`config.mk`:
```
export PLATFORM = sky130hd
export DESIGN_NAME = multi_axis_goal_stager_flat
export DESIGN_NICKNAME = d
export VERILOG_FILES = /design/src/mags_pkg.sv /design/src/mags_if.sv /design/src/mags_in_stage.sv /design/src/mags_core.sv /design/src/multi_axis_goal_stager.sv /design/src/flat_wrapper.sv
export SDC_FILE = /design/constraint.sdc
export NUM_CORES = 1
export LEC_CHECK = 0
export BUFFER_PORTS_ARGS = -buffer_cell sky130_fd_sc_hd__buf_2
export CORE_ASPECT_RATIO = 1.1
export CORE_MARGIN = 2
export CORE_UTILIZATION = 45
export DETAILED_ROUTE_END_ITERATION = 10
export PLACE_DENSITY = 0.59
export SYNTH_ARGS = -nofsm -noshare
export SYNTH_HDL_FRONTEND = slang
export SYNTH_SLANG_ARGS = --single-unit
```
`constraint.sdc`:
```
create_clock -name clock -period 18.56 [get_ports clock]
set_input_delay 1.856 -clock clock [delete_from_list [all_inputs] [get_ports clock]]
set_output_delay 1.856 -clock clock [all_outputs]
set_load 0.01 [all_outputs]
```
`src/mags_pkg.sv`:
```
package mags_pkg;

   // Axis count and derived widths
   localparam int AXES   = 4;
   localparam int AXIS_W = (AXES > 1) ? $clog2(AXES) : 1;

   localparam int STEP_W = 32;
   localparam int GOAL_W = 8;
   localparam int DUR_W  = 16;
   localparam int TIME_W = 32;

   localparam logic [AXES-1:0]  ALL_MASK      = '1;
   localparam logic [DUR_W-1:0] TIMEOUT_RESET = 16'd100;

   // Request opcodes
   localparam logic [2:0] OP_STAGE  = 3'd0;
   localparam logic [2:0] OP_START  = 3'd1;
   localparam logic [2:0] OP_CANCEL = 3'd2;
   localparam logic [2:0] OP_TICK   = 3'd3;
   localparam logic [2:0] OP_REPORT = 3'd4;

   // Response status codes
   localparam logic [3:0] ST_BUSY      = 4'd0;
   localparam logic [3:0] ST_INVALID   = 4'd1;
   localparam logic [3:0] ST_DUP       = 4'd2;
   localparam logic [3:0] ST_WAITING   = 4'd3;
   localparam logic [3:0] ST_READY     = 4'd4;
   localparam logic [3:0] ST_STARTED   = 4'd5;
   localparam logic [3:0] ST_REFUSED   = 4'd6;
   localparam logic [3:0] ST_CANCELLED = 4'd7;
   localparam logic [3:0] ST_TIMEOUT   = 4'd8;
   localparam logic [3:0] ST_COMPLETED = 4'd9;
   localparam logic [3:0] ST_ESTOP     = 4'd10;
   localparam logic [3:0] ST_NONE      = 4'd11;

   // Stepper commands
   localparam logic [1:0] CMD_NONE    = 2'd0;
   localparam logic [1:0] CMD_PREPARE = 2'd1;
   localparam logic [1:0] CMD_HOLD    = 2'd2;

   typedef struct packed {
      logic [2:0]               opcode;
      logic [1:0]               axis;
      logic signed [STEP_W-1:0] step_value;
      logic [GOAL_W-1:0]        goal_tag;
      logic [DUR_W-1:0]         move_duration_ms;
      logic                     estop;
   } req_item_type;

   typedef struct packed {
      logic [3:0]               status;
      logic [3:0]               received_mask;
      logic [GOAL_W-1:0]        goal_out;
      logic [DUR_W-1:0]         duration_out;
      logic                     moving;
      logic [1:0]               stepper_command;
      logic [1:0]               target_axis;
      logic signed [STEP_W-1:0] target_out;
      logic                     last;
   } rsp_item_type;

endpackage

```
`src/mags_if.sv`:
```
interface mags_req_if;
   import mags_pkg::*;

   logic                     valid;
   logic                     ready;
   logic [2:0]               opcode;
   logic [1:0]               axis;
   logic signed [STEP_W-1:0] step_value;
   logic [GOAL_W-1:0]        goal_tag;
   logic [DUR_W-1:0]         move_duration_ms;
   logic                     estop;

   modport source (
      output valid, opcode, axis, step_value, goal_tag, move_duration_ms, estop,
      input  ready
   );
   modport sink (
      input  valid, opcode, axis, step_value, goal_tag, move_duration_ms, estop,
      output ready
   );
endinterface

interface mags_rsp_if;
   import mags_pkg::*;

   logic                     valid;
   logic                     ready;
   logic [3:0]               status;
   logic [3:0]               received_mask;
   logic [GOAL_W-1:0]        goal_out;
   logic [DUR_W-1:0]         duration_out;
   logic                     moving;
   logic [1:0]               stepper_command;
   logic [1:0]               target_axis;
   logic signed [STEP_W-1:0] target_out;
   logic                     last;

   modport source (
      output valid, status, received_mask, goal_out, duration_out, moving,
             stepper_command, target_axis, target_out, last,
      input  ready
   );
   modport sink (
      input  valid, status, received_mask, goal_out, duration_out, moving,
             stepper_command, target_axis, target_out, last,
      output ready
   );
endinterface

```
`src/mags_in_stage.sv`:
```
module mags_in_stage (
   input  logic                  clock,
   input  logic                  reset,
   mags_req_if.sink              req,
   input  logic                  take,
   output logic                  item_valid,
   output mags_pkg::req_item_type item
);
   import mags_pkg::*;

   logic         valid_ff, valid_in;
   req_item_type item_ff, item_in;

   // Accept a new request when empty or when the held one retires this cycle
   assign req.ready = !valid_ff || take;

   always_comb begin
      valid_in = valid_ff;
      item_in  = item_ff;
      if (req.valid && req.ready) begin
         valid_in                 = 1'b1;
         item_in.opcode           = req.opcode;
         item_in.axis             = req.axis;
         item_in.step_value       = req.step_value;
         item_in.goal_tag         = req.goal_tag;
         item_in.move_duration_ms = req.move_duration_ms;
         item_in.estop            = req.estop;
      end else if (take) begin
         valid_in = 1'b0;
      end
   end

   always_ff @(posedge clock) begin
      if (reset) begin
         valid_ff <= 1'b0;
      end else begin
         valid_ff <= valid_in;
      end
   end

   // Payload holds without reset
   always_ff @(posedge clock) begin
      item_ff <= item_in;
   end

   assign item_valid = valid_ff;
   assign item       = item_ff;

endmodule

```
`src/mags_core.sv`:
```
module mags_core (
   input  logic                    clock,
   input  logic                    reset,
   input  logic                    csr_write_enable,
   input  logic [15:0]             csr_write_data,
   input  logic                    item_valid,
   input  mags_pkg::req_item_type  item,
   output logic                    take,
   input  logic                    rsp_ready,
   output logic                    rsp_valid,
   output mags_pkg::rsp_item_type  rsp_item
);
   import mags_pkg::*;

   // Goal slot and motion state
   logic [GOAL_W-1:0] slot_goal_ff, slot_goal_in;
   logic [AXES-1:0]   slot_mask_ff, slot_mask_in;
   logic [DUR_W-1:0]  slot_duration_ff, slot_duration_in;
   logic [TIME_W-1:0] staging_start_ff, staging_start_in;
   logic [TIME_W-1:0] motion_start_ff, motion_start_in;
   logic              needs_motion_ff, needs_motion_in;
   logic [STEP_W-1:0] goal_targets_ff [AXES];
   logic [STEP_W-1:0] goal_targets_in [AXES];
   logic [STEP_W-1:0] axis_positions_ff [AXES];
   logic [STEP_W-1:0] axis_positions_in [AXES];
   logic              motion_active_ff, motion_active_in;
   logic              cancelled_known_ff, cancelled_known_in;
   logic [GOAL_W-1:0] cancelled_goal_ff, cancelled_goal_in;
   logic              completed_known_ff, completed_known_in;
   logic [GOAL_W-1:0] completed_goal_ff, completed_goal_in;
   logic [TIME_W-1:0] now_ms_ff, now_ms_in;
   logic [DUR_W-1:0]  timeout_ff, timeout_in;
   logic [AXIS_W-1:0] beat_ff, beat_in;
   logic              rsp_valid_ff, rsp_valid_in;
   rsp_item_type      rsp_ff, res;

   logic              load;
   logic              axis_ok;
   logic [AXIS_W-1:0] axis_idx;
   logic [AXES-1:0]   axis_bit;
   logic [AXES-1:0]   tgt_eq;
   logic [AXES-1:0]   pos_eq;
   logic              at_target;
   logic              any_move;
   logic [TIME_W-1:0] now_next;
   logic [TIME_W-1:0] stage_age;
   logic [TIME_W-1:0] motion_age;
   logic              beat_last;
   logic              fresh;

   // Advance when the result register is free or drains this cycle
   assign load = item_valid && (!rsp_valid_ff || rsp_ready);
   assign take = load && res.last;

   // Per-axis compares, one lane per axis
   always_comb begin
      for (int i = 0; i < AXES; i++) begin
         tgt_eq[i] = (goal_targets_ff[i] == item.step_value);
         pos_eq[i] = (goal_targets_ff[i] == axis_positions_ff[i]);
      end
   end

   assign at_target  = &pos_eq;
   assign any_move   = !at_target;
   assign axis_ok    = (int'(item.axis) < AXES);
   assign axis_idx   = AXIS_W'(item.axis);
   assign now_next   = now_ms_ff + 32'd1;
   assign stage_age  = now_next - staging_start_ff;
   assign motion_age = now_next - motion_start_ff;
   assign beat_last  = (beat_ff == AXIS_W'(AXES - 1));
   assign fresh      = (slot_mask_ff == '0);

   always_comb begin
      axis_bit           = '0;
      axis_bit[axis_idx] = 1'b1;
   end

   // Decide the result and the next state for the held request
   always_comb begin
      slot_goal_in       = slot_goal_ff;
      slot_mask_in       = slot_mask_ff;
      slot_duration_in   = slot_duration_ff;
      staging_start_in   = staging_start_ff;
      motion_start_in    = motion_start_ff;
      needs_motion_in    = needs_motion_ff;
      motion_active_in   = motion_active_ff;
      cancelled_known_in = cancelled_known_ff;
      cancelled_goal_in  = cancelled_goal_ff;
      completed_known_in = completed_known_ff;
      completed_goal_in  = completed_goal_ff;
      now_ms_in          = now_ms_ff;
      beat_in            = beat_ff;
      for (int i = 0; i < AXES; i++) begin
         goal_targets_in[i]   = goal_targets_ff[i];
         axis_positions_in[i] = axis_positions_ff[i];
      end
      res        = '0;
      res.status = ST_NONE;
      res.last   = 1'b1;

      unique case (item.opcode)
         OP_STAGE: begin
            if (motion_active_ff) begin
               res.status = ST_BUSY;
            end else if (!axis_ok) begin
               res.status = ST_INVALID;
            end else if (fresh && cancelled_known_ff &&
                         item.goal_tag == cancelled_goal_ff) begin
               res.status = ST_INVALID;
            end else if (fresh && completed_known_ff &&
                         item.goal_tag == completed_goal_ff) begin
               res.status        = ST_DUP;
               res.received_mask = 4'(ALL_MASK);
            end else if (!fresh && slot_goal_ff != item.goal_tag) begin
               res.status = ST_BUSY;
            end else if (!fresh && slot_duration_ff != item.move_duration_ms) begin
               // Drop the slot on a duration mismatch
               slot_goal_in     = '0;
               slot_mask_in     = '0;
               slot_duration_in = '0;
               staging_start_in = '0;
               motion_start_in  = '0;
               needs_motion_in  = 1'b0;
               res.status       = ST_INVALID;
            end else if (!fresh && (slot_mask_ff & axis_bit) != '0) begin
               // Repeated axis: same target is a duplicate, else drop the slot
               res.received_mask = 4'(slot_mask_ff);
               if (tgt_eq[axis_idx]) begin
                  res.status = ST_DUP;
               end else begin
                  slot_goal_in     = '0;
                  slot_mask_in     = '0;
                  slot_duration_in = '0;
                  staging_start_in = '0;
                  motion_start_in  = '0;
                  needs_motion_in  = 1'b0;
                  res.status       = ST_INVALID;
               end
            end else begin
               if (fresh) begin
                  slot_goal_in     = item.goal_tag;
                  slot_duration_in = item.move_duration_ms;
                  staging_start_in = now_ms_ff;
                  motion_start_in  = '0;
                  needs_motion_in  = 1'b0;
               end
               goal_targets_in[axis_idx] = item.step_value;
               slot_mask_in              = slot_mask_ff | axis_bit;
               res.received_mask         = 4'(slot_mask_ff | axis_bit);
               res.status = ((slot_mask_ff | axis_bit) == ALL_MASK) ? ST_READY
                                                                    : ST_WAITING;
            end
         end
         OP_START: begin
            if (beat_ff == '0 && (motion_active_ff || slot_mask_ff != ALL_MASK ||
                                  slot_goal_ff != item.goal_tag)) begin
               res.status        = ST_REFUSED;
               res.received_mask = 4'(slot_mask_ff);
            end else begin
               // Launch on the first beat, then emit one axis per beat
               if (beat_ff == '0) begin
                  needs_motion_in  = any_move;
                  motion_start_in  = now_ms_ff;
                  motion_active_in = 1'b1;
               end
               res.status          = ST_STARTED;
               res.received_mask   = 4'(slot_mask_ff);
               res.duration_out    = slot_duration_ff;
               res.stepper_command = (beat_ff == '0) ? CMD_PREPARE : CMD_NONE;
               res.target_axis     = 2'(beat_ff);
               res.target_out      = goal_targets_ff[beat_ff];
               res.last            = beat_last;
               beat_in             = beat_last ? '0 : beat_ff + AXIS_W'(1);
            end
         end
         OP_CANCEL: begin
            if (!fresh && slot_goal_ff != item.goal_tag) begin
               res.status        = ST_REFUSED;
               res.received_mask = 4'(slot_mask_ff);
            end else begin
               motion_active_in    = 1'b0;
               slot_goal_in        = '0;
               slot_mask_in        = '0;
               slot_duration_in    = '0;
               staging_start_in    = '0;
               motion_start_in     = '0;
               needs_motion_in     = 1'b0;
               cancelled_known_in  = 1'b1;
               cancelled_goal_in   = item.goal_tag;
               res.status          = ST_CANCELLED;
               res.stepper_command = CMD_HOLD;
            end
         end
         OP_TICK: begin
            now_ms_in = now_next;
            if (!fresh && slot_mask_ff != ALL_MASK && !motion_active_ff &&
                stage_age > TIME_W'(timeout_ff)) begin
               // Drop a partial goal that waited too long
               res.status        = ST_TIMEOUT;
               res.received_mask = 4'(slot_mask_ff);
               res.goal_out      = slot_goal_ff;
               res.duration_out  = slot_duration_ff;
               slot_goal_in      = '0;
               slot_mask_in      = '0;
               slot_duration_in  = '0;
               staging_start_in  = '0;
               motion_start_in   = '0;
               needs_motion_in   = 1'b0;
            end else if (motion_active_ff && item.estop) begin
               // Stop motion but keep the full slot for a restart
               motion_active_in    = 1'b0;
               res.status          = ST_ESTOP;
               res.received_mask   = 4'(slot_mask_ff);
               res.stepper_command = CMD_HOLD;
            end else if (motion_active_ff && at_target &&
                         (needs_motion_ff ||
                          motion_age >= TIME_W'(slot_duration_ff))) begin
               completed_known_in  = 1'b1;
               completed_goal_in   = slot_goal_ff;
               motion_active_in    = 1'b0;
               res.status          = ST_COMPLETED;
               res.goal_out        = slot_goal_ff;
               res.stepper_command = CMD_HOLD;
               slot_goal_in        = '0;
               slot_mask_in        = '0;
               slot_duration_in    = '0;
               staging_start_in    = '0;
               motion_start_in     = '0;
               needs_motion_in     = 1'b0;
            end
         end
         OP_REPORT: begin
            if (axis_ok) begin
               axis_positions_in[axis_idx] = item.step_value;
            end
         end
         default: begin
            res.status = ST_NONE;
         end
      endcase

      res.moving = motion_active_in;
   end

   // Result register valid flag and timeout register update
   always_comb begin
      rsp_valid_in = rsp_valid_ff;
      if (load) begin
         rsp_valid_in = 1'b1;
      end else if (rsp_ready) begin
         rsp_valid_in = 1'b0;
      end
      timeout_in = csr_write_enable ? csr_write_data : timeout_ff;
   end

   // Control and goal state
   always_ff @(posedge clock) begin
      if (reset) begin
         slot_goal_ff       <= '0;
         slot_mask_ff       <= '0;
         slot_duration_ff   <= '0;
         staging_start_ff   <= '0;
         motion_start_ff    <= '0;
         needs_motion_ff    <= 1'b0;
         motion_active_ff   <= 1'b0;
         cancelled_known_ff <= 1'b0;
         cancelled_goal_ff  <= '0;
         completed_known_ff <= 1'b0;
         completed_goal_ff  <= '0;
         now_ms_ff          <= '0;
         beat_ff            <= '0;
         rsp_valid_ff       <= 1'b0;
         timeout_ff         <= TIMEOUT_RESET;
         for (int i = 0; i < AXES; i++) begin
            axis_positions_ff[i] <= '0;
         end
      end else begin
         rsp_valid_ff <= rsp_valid_in;
         timeout_ff   <= timeout_in;
         if (load) begin
            slot_goal_ff       <= slot_goal_in;
            slot_mask_ff       <= slot_mask_in;
            slot_duration_ff   <= slot_duration_in;
            staging_start_ff   <= staging_start_in;
            motion_start_ff    <= motion_start_in;
            needs_motion_ff    <= needs_motion_in;
            motion_active_ff   <= motion_active_in;
            cancelled_known_ff <= cancelled_known_in;
            cancelled_goal_ff  <= cancelled_goal_in;
            completed_known_ff <= completed_known_in;
            completed_goal_ff  <= completed_goal_in;
            now_ms_ff          <= now_ms_in;
            beat_ff            <= beat_in;
            for (int i = 0; i < AXES; i++) begin
               axis_positions_ff[i] <= axis_positions_in[i];
            end
         end
      end
   end

   // Staged targets and result payload need no reset
   always_ff @(posedge clock) begin
      if (load) begin
         rsp_ff <= res;
         for (int i = 0; i < AXES; i++) begin
            goal_targets_ff[i] <= goal_targets_in[i];
         end
      end
   end

   assign rsp_valid = rsp_valid_ff;
   assign rsp_item  = rsp_ff;

endmodule

```
`src/multi_axis_goal_stager.sv`:
```
// Multi-axis goal stager.
// req channel: one request per handshake (stage axis, start, cancel,
// millisecond tick, position report). rsp channel: the responses, with
// last set on the final response of each request. csr_write_enable and
// csr_write_data load the staging timeout in milliseconds.
// A request moves into an input register, then one pass of logic builds
// its response into the result register, which drives rsp.
// Every request other than a granted start gives one response, so while
// rsp is not stalled such requests are taken back to back. A granted
// start gives one response per axis from the result register, one per
// cycle while rsp is not stalled, and holds the block until its last
// response; the axis counter in the core steps through the axes.
// When rsp is stalled the result register holds its response; the input
// register still takes one more request and then req.ready drops until
// the result drains.
// Reset is synchronous: the goal slot, positions, clock and flags clear,
// the timeout returns to 100 ms, and both registers empty. Staged targets
// are not cleared; they are only read once written.
module multi_axis_goal_stager (
   input  logic        clock,
   input  logic        reset,
   mags_req_if.sink    req,
   mags_rsp_if.source  rsp,
   input  logic        csr_write_enable,
   input  logic [15:0] csr_write_data
);
   import mags_pkg::*;

   logic         item_valid;
   logic         take;
   req_item_type item;
   rsp_item_type rsp_item;
   logic         rsp_valid;

   mags_in_stage u_in_stage (
      .clock      (clock),
      .reset      (reset),
      .req        (req),
      .take       (take),
      .item_valid (item_valid),
      .item       (item)
   );

   mags_core u_core (
      .clock            (clock),
      .reset            (reset),
      .csr_write_enable (csr_write_enable),
      .csr_write_data   (csr_write_data),
      .item_valid       (item_valid),
      .item             (item),
      .take             (take),
      .rsp_ready        (rsp.ready),
      .rsp_valid        (rsp_valid),
      .rsp_item         (rsp_item)
   );

   // Drive the response channel from the result register
   assign rsp.valid           = rsp_valid;
   assign rsp.status          = rsp_item.status;
   assign rsp.received_mask   = rsp_item.received_mask;
   assign rsp.goal_out        = rsp_item.goal_out;
   assign rsp.duration_out    = rsp_item.duration_out;
   assign rsp.moving          = rsp_item.moving;
   assign rsp.stepper_command = rsp_item.stepper_command;
   assign rsp.target_axis     = rsp_item.target_axis;
   assign rsp.target_out      = rsp_item.target_out;
   assign rsp.last            = rsp_item.last;

`ifndef SYNTHESIS
   // A start run ends on the highest axis
   a_start_ends_last_axis: assert property (@(posedge clock) disable iff (reset)
      rsp.valid && rsp.status == ST_STARTED && rsp.last
      |-> rsp.target_axis == 2'(AXES - 1))
      else $error("start run did not end on the last axis");

   // The prepare command comes only on the first axis, with motion on
   a_prepare_first: assert property (@(posedge clock) disable iff (reset)
      rsp.valid && rsp.stepper_command == CMD_PREPARE
      |-> rsp.moving && rsp.target_axis == 2'd0 && rsp.status == ST_STARTED)
      else $error("prepare command outside the first start response");

   // Completed, e-stop and cancelled responses carry a hold command with motion stopped
   a_hold_stops: assert property (@(posedge clock) disable iff (reset)
      rsp.valid && (rsp.status == ST_COMPLETED || rsp.status == ST_ESTOP ||
                    rsp.status == ST_CANCELLED)
      |-> !rsp.moving && rsp.stepper_command == CMD_HOLD)
      else $error("stop response with motion still active");
`endif

endmodule
```
`src/flat_wrapper.sv`:
```
// flat-port wrapper written by rule: the top's interface ports become plain ports
module multi_axis_goal_stager_flat import mags_pkg::*;
  (clock, reset, csr_write_enable, csr_write_data, req_valid, req_opcode, req_axis, req_step_value, req_goal_tag, req_move_duration_ms, req_estop, req_ready, rsp_valid, rsp_status, rsp_received_mask, rsp_goal_out, rsp_duration_out, rsp_moving, rsp_stepper_command, rsp_target_axis, rsp_target_out, rsp_last, rsp_ready);
  mags_req_if req_i ();
  mags_rsp_if rsp_i ();
  input  logic clock;
  input  logic reset;
  input  logic csr_write_enable;
  input  logic [15:0] csr_write_data;
  input wire logic [$bits(req_i.valid)-1:0] req_valid;
  input wire logic [$bits(req_i.opcode)-1:0] req_opcode;
  input wire logic [$bits(req_i.axis)-1:0] req_axis;
  input wire logic [$bits(req_i.step_value)-1:0] req_step_value;
  input wire logic [$bits(req_i.goal_tag)-1:0] req_goal_tag;
  input wire logic [$bits(req_i.move_duration_ms)-1:0] req_move_duration_ms;
  input wire logic [$bits(req_i.estop)-1:0] req_estop;
  output wire logic [$bits(req_i.ready)-1:0] req_ready;
  output wire logic [$bits(rsp_i.valid)-1:0] rsp_valid;
  output wire logic [$bits(rsp_i.status)-1:0] rsp_status;
  output wire logic [$bits(rsp_i.received_mask)-1:0] rsp_received_mask;
  output wire logic [$bits(rsp_i.goal_out)-1:0] rsp_goal_out;
  output wire logic [$bits(rsp_i.duration_out)-1:0] rsp_duration_out;
  output wire logic [$bits(rsp_i.moving)-1:0] rsp_moving;
  output wire logic [$bits(rsp_i.stepper_command)-1:0] rsp_stepper_command;
  output wire logic [$bits(rsp_i.target_axis)-1:0] rsp_target_axis;
  output wire logic [$bits(rsp_i.target_out)-1:0] rsp_target_out;
  output wire logic [$bits(rsp_i.last)-1:0] rsp_last;
  input wire logic [$bits(rsp_i.ready)-1:0] rsp_ready;
  assign req_i.valid = req_valid;
  assign req_i.opcode = req_opcode;
  assign req_i.axis = req_axis;
  assign req_i.step_value = req_step_value;
  assign req_i.goal_tag = req_goal_tag;
  assign req_i.move_duration_ms = req_move_duration_ms;
  assign req_i.estop = req_estop;
  assign req_ready = req_i.ready;
  assign rsp_valid = rsp_i.valid;
  assign rsp_status = rsp_i.status;
  assign rsp_received_mask = rsp_i.received_mask;
  assign rsp_goal_out = rsp_i.goal_out;
  assign rsp_duration_out = rsp_i.duration_out;
  assign rsp_moving = rsp_i.moving;
  assign rsp_stepper_command = rsp_i.stepper_command;
  assign rsp_target_axis = rsp_i.target_axis;
  assign rsp_target_out = rsp_i.target_out;
  assign rsp_last = rsp_i.last;
  assign rsp_i.ready = rsp_ready;
  multi_axis_goal_stager u_core (.clock(clock), .reset(reset), .req(req_i), .rsp(rsp_i), .csr_write_enable(csr_write_enable), .csr_write_data(csr_write_data));
endmodule
```
==> results.json <==
{
  "report.final.slew_viol_count": 0,
  "synth_top_area_cell": "edfxtp_1",
  "synth_seq_cells": 554,
  "synth_most_common_cell": "nand2_1",
  "crit_top_cell": "and3_1",
  "placed_cell_area_um2": 32300,
  "relSlewSlack": 0.191,
  "post_cts_buffers": 0,
  "wirelength_mm": 98.2,
  "ir_drop_mv": 0.0785,
  "cap_viol_max_count": 0,
  "cp.required_ns": 19.09,
  "crit_fanout": 33,
  "yosysTopAreaCellShare": 0.377,
  "synth_area_um2": 30900,
  "dp_hpwl_mm": 69.8,
  "areaGrowthSynthToFinish_pct": 10.7,
  "finalSetupTns_ns": 0,
  "dp_cells": 3992,
  "fin_worst_skew_ns": 0.0486,
  "total_leakage_power_uw": 0.0131,
  "io_pins": 155,
  "cts_htree_levels": 2,
  "path_delay_family": "simple AND/OR/NAND/NOR gates",
  "grt_overflow": 0,
  "synth_cell_types": 77,
  "num_vias": 23599,
  "floorplan.initialDensity": 0.456,
  "clock-sinks": 554,
  "clkLatencyLatePin_ns": 0.65,
  "r2r_slack_ns": 9.93,
  "viasPerCell": 5.75,
  "port_buffers": 154,
  "core-area_um2": 67800,
  "ctsHoldBuffers": 0,
  "crit_path_cell_trace": "ha_1 > nand3_1 > nor4_1 > and3_1 > and3_1 > and2_0 > and3_1 > and3_1 > and3_1 > xor2_1 > ha_1 > and2b_4 > nor4b_1 > or4_1 > or4_1 > a2111oi_2 > o2111ai_1 > or4_1 > or4_1 > nand4_1 > o21a_4 > a2111o_2 > mux2i_1",
  "antenna_found_initial": 4,
  "async_flop_share": 0,
  "cts_resized": 0,
  "cpPeakStageDelay_ns": 0.79,
  "crit_path_end_kind": "flip-flop",
  "dieHeight_um": 279,
  "synth.top_cells.by_area": "edfxtp_1 (38%), dfxtp_1 (11%), nand2_1 (6.8%), xor2_1 (6.1%), xnor2_1 (4.9%)",
  "grt_first_pass_wirelength_mm": 148,
  "finalHoldViolations": 0,
  "final.min_clock_period_ns": 8.63,
  "grt_pass1_vias": 23551,
  "syn_inst": 3091,
  "dieArea_um2": 70800,
  "syn_nets": 3273,
  "status": "finished clean",
  "fin_area_um2": 34200,
  "crit_type": "flip-flop to flip-flop",
  "synth-seq-area-share": 0.484,
  "wl_per_cell_um": 23.9,
  "cp_slowest_cell": "a2111o_2",
  "cts_made_buffers": 59,
  "drtIter0Drc": 2153,
  "grt_max_degree": 87,
  "synth.avg_cell_area_um2": 10.0,
  "post-place-ws_ns": 10.07,
  "setup_violations": 0,
  "drc": 0,
  "cts_tree": "done",
  "cp_data_arrival_time_ns": 9.16,
  "timing.final.crit_share": 0.465,
  "fin_util": 0.504,
  "p_per_area_nw_per_um2": 80.6,
  "rsz0062_at_grt": "false",
  "instances_no_fill": 4106,
  "setup_ws_ns": 9.93,
  "rows": 100,
  "start_kind": "flip-flop",
  "cp.buffers_inverters": 0,
  "worstMarginPinSlew_ns": 1.20,
  "gp_congestion": 0.955,
  "first_pass_iters": 5,
  "grt_usage": 0.276,
  "synth_edf_count": 388,
  "hold_class": "flip-flop to flip-flop",
  "clock_tree.root_cell": "clkbuf_16",
  "clockBufferDepth": 3,
  "synthTopCellsByCount": "nand2_1 (560), edfxtp_1 (388), a21oi_1 (235), xor2_1 (216), clkbuf_1 (175)",
  "layout.nets": 3317,
  "die_w_um": 254,
  "fmax_mhz": 116,
  "drive_above_1_share": 0.109,
  "ys_warn_count": 0,
  "yosys_most_used_dff": "edfxtp_1",
  "cts.clk_slew.worst_paths_ns": 0.07,
  "ant_nets": 0
}
-- per-layer routing --
layer | up-vias | wire length, um | share of wire | global-route usage
li1 | 10959 | - | - | -
met1 | 11582 | 38700 | 0.39 | 0.339
met2 | 835 | 49200 | 0.50 | 0.482
met3 | 223 | 5300 | 0.054 | 0.0352
met4 | 0 | 5030 | 0.051 | 0.126
met5 | - | 0 | 0 | 0
-- state kept, by name, summed over array words and instances, names as in the netlist, 2 cells and up, named ones only --
signal                           cells
u_core.u_in_stage.item              62
u_core.u_core.timeout_ff            16
u_core.u_core.rsp_item              70
u_core.u_core.now_ms_ff             32
u_core.u_core.beat_ff                2
u_core.u_core.cancelled_goal_ff      8
u_core.u_core.slot_goal_ff           8
u_core.u_core.motion_start_ff       32
u_core.u_core.completed_goal_ff      8
u_core.u_core.slot_duration_ff      16
u_core.u_core.staging_start_ff      32
u_core.u_core.axis_positions_ff    128
u_core.u_core.slot_mask_ff           4
u_core.u_core.goal_targets_ff      128
-- kinds of logic (layout without fill, tap and decap cells) --
kind of cell | after synthesis | after routing | share of synthesized area
XOR/XNOR | 389 | 389 | 0.110
adder cells (fa/ha/maj) | 99 | 99 | 0.0406
AND/OR/NAND/NOR | 1090 | 1090 | 0.162
buffers and inverters | 322 | 417 | 0.0435
multiplexers | 157 | 157 | 0.0642
flip-flops | 554 | 554 | 0.484
AO/OA/AOI/OAI | 480 | 480 | 0.0952
other | 0 | 2 | 0
-- power by group --
part           switching [uW]  leakage [uW]  internal, uW
clock network             522      0.000948           657
registers                40.7       0.00510          1360
logic                     120       0.00703          59.1
total                     683        0.0131          2070
-- worst paths after layout --
path / end / startpoint / cells past startpoint
worst max-delay path: u_core.u_core.motion_start_ff[14] / u_core.u_core.now_ms_ff[0] / 23
worst min-delay path: u_core.u_core.cancelled_known_ff / u_core.u_core.cancelled_known_ff / 2
worst max register to register: u_core.u_core.motion_start_ff[14] / u_core.u_core.now_ms_ff[0] / 23
worst min register to register: u_core.u_core.cancelled_known_ff / u_core.u_core.cancelled_known_ff / 2
-- tightest hold or removal path: stages, from the launching register on --
cell and delay, ns:
dfxtp_1 0.30, inv_1 0.06, a21oi_1 0.05
-- layout make-up --
type	instances	area, um^2
clock buffer	85	1710
inverter	121	458
fill	6331	33600
multi-input combinational	2215	14700
clock inverter	27	230
tap	918	1150
sequential	554	15000
timing repair buffer	184	996
antenna	2	5.00
-- cells in the final DEF (no fill, tap or decap), types with 34 or more instances in the layout --
cell type	instances
nor3_1	38
nand2_1	559
a21oi_1	235
a21o_1	34
edfxtp_1	388
mux2i_1	123
nand4_1	75
dfxtp_1	165
xor2_1	216
and3_1	57
inv_1	119
clkbuf_16	61
nor2_1	140
ha_1	97
xnor2_1	173
o21ai_0	65
buf_2	154
nand3_1	34
nor4_1	61
-- stage by stage --
step,power [uW],hold slack [ns]
2_1_floorplan,1530,0.432
3_3_place_gp,1600,0.442
3_5_place_dp,1600,0.447
4_1_cts,2780,0.457
5_1_grt,2850,0.473
6_report,2760,0.454
(Power assumes the default switching activity.)
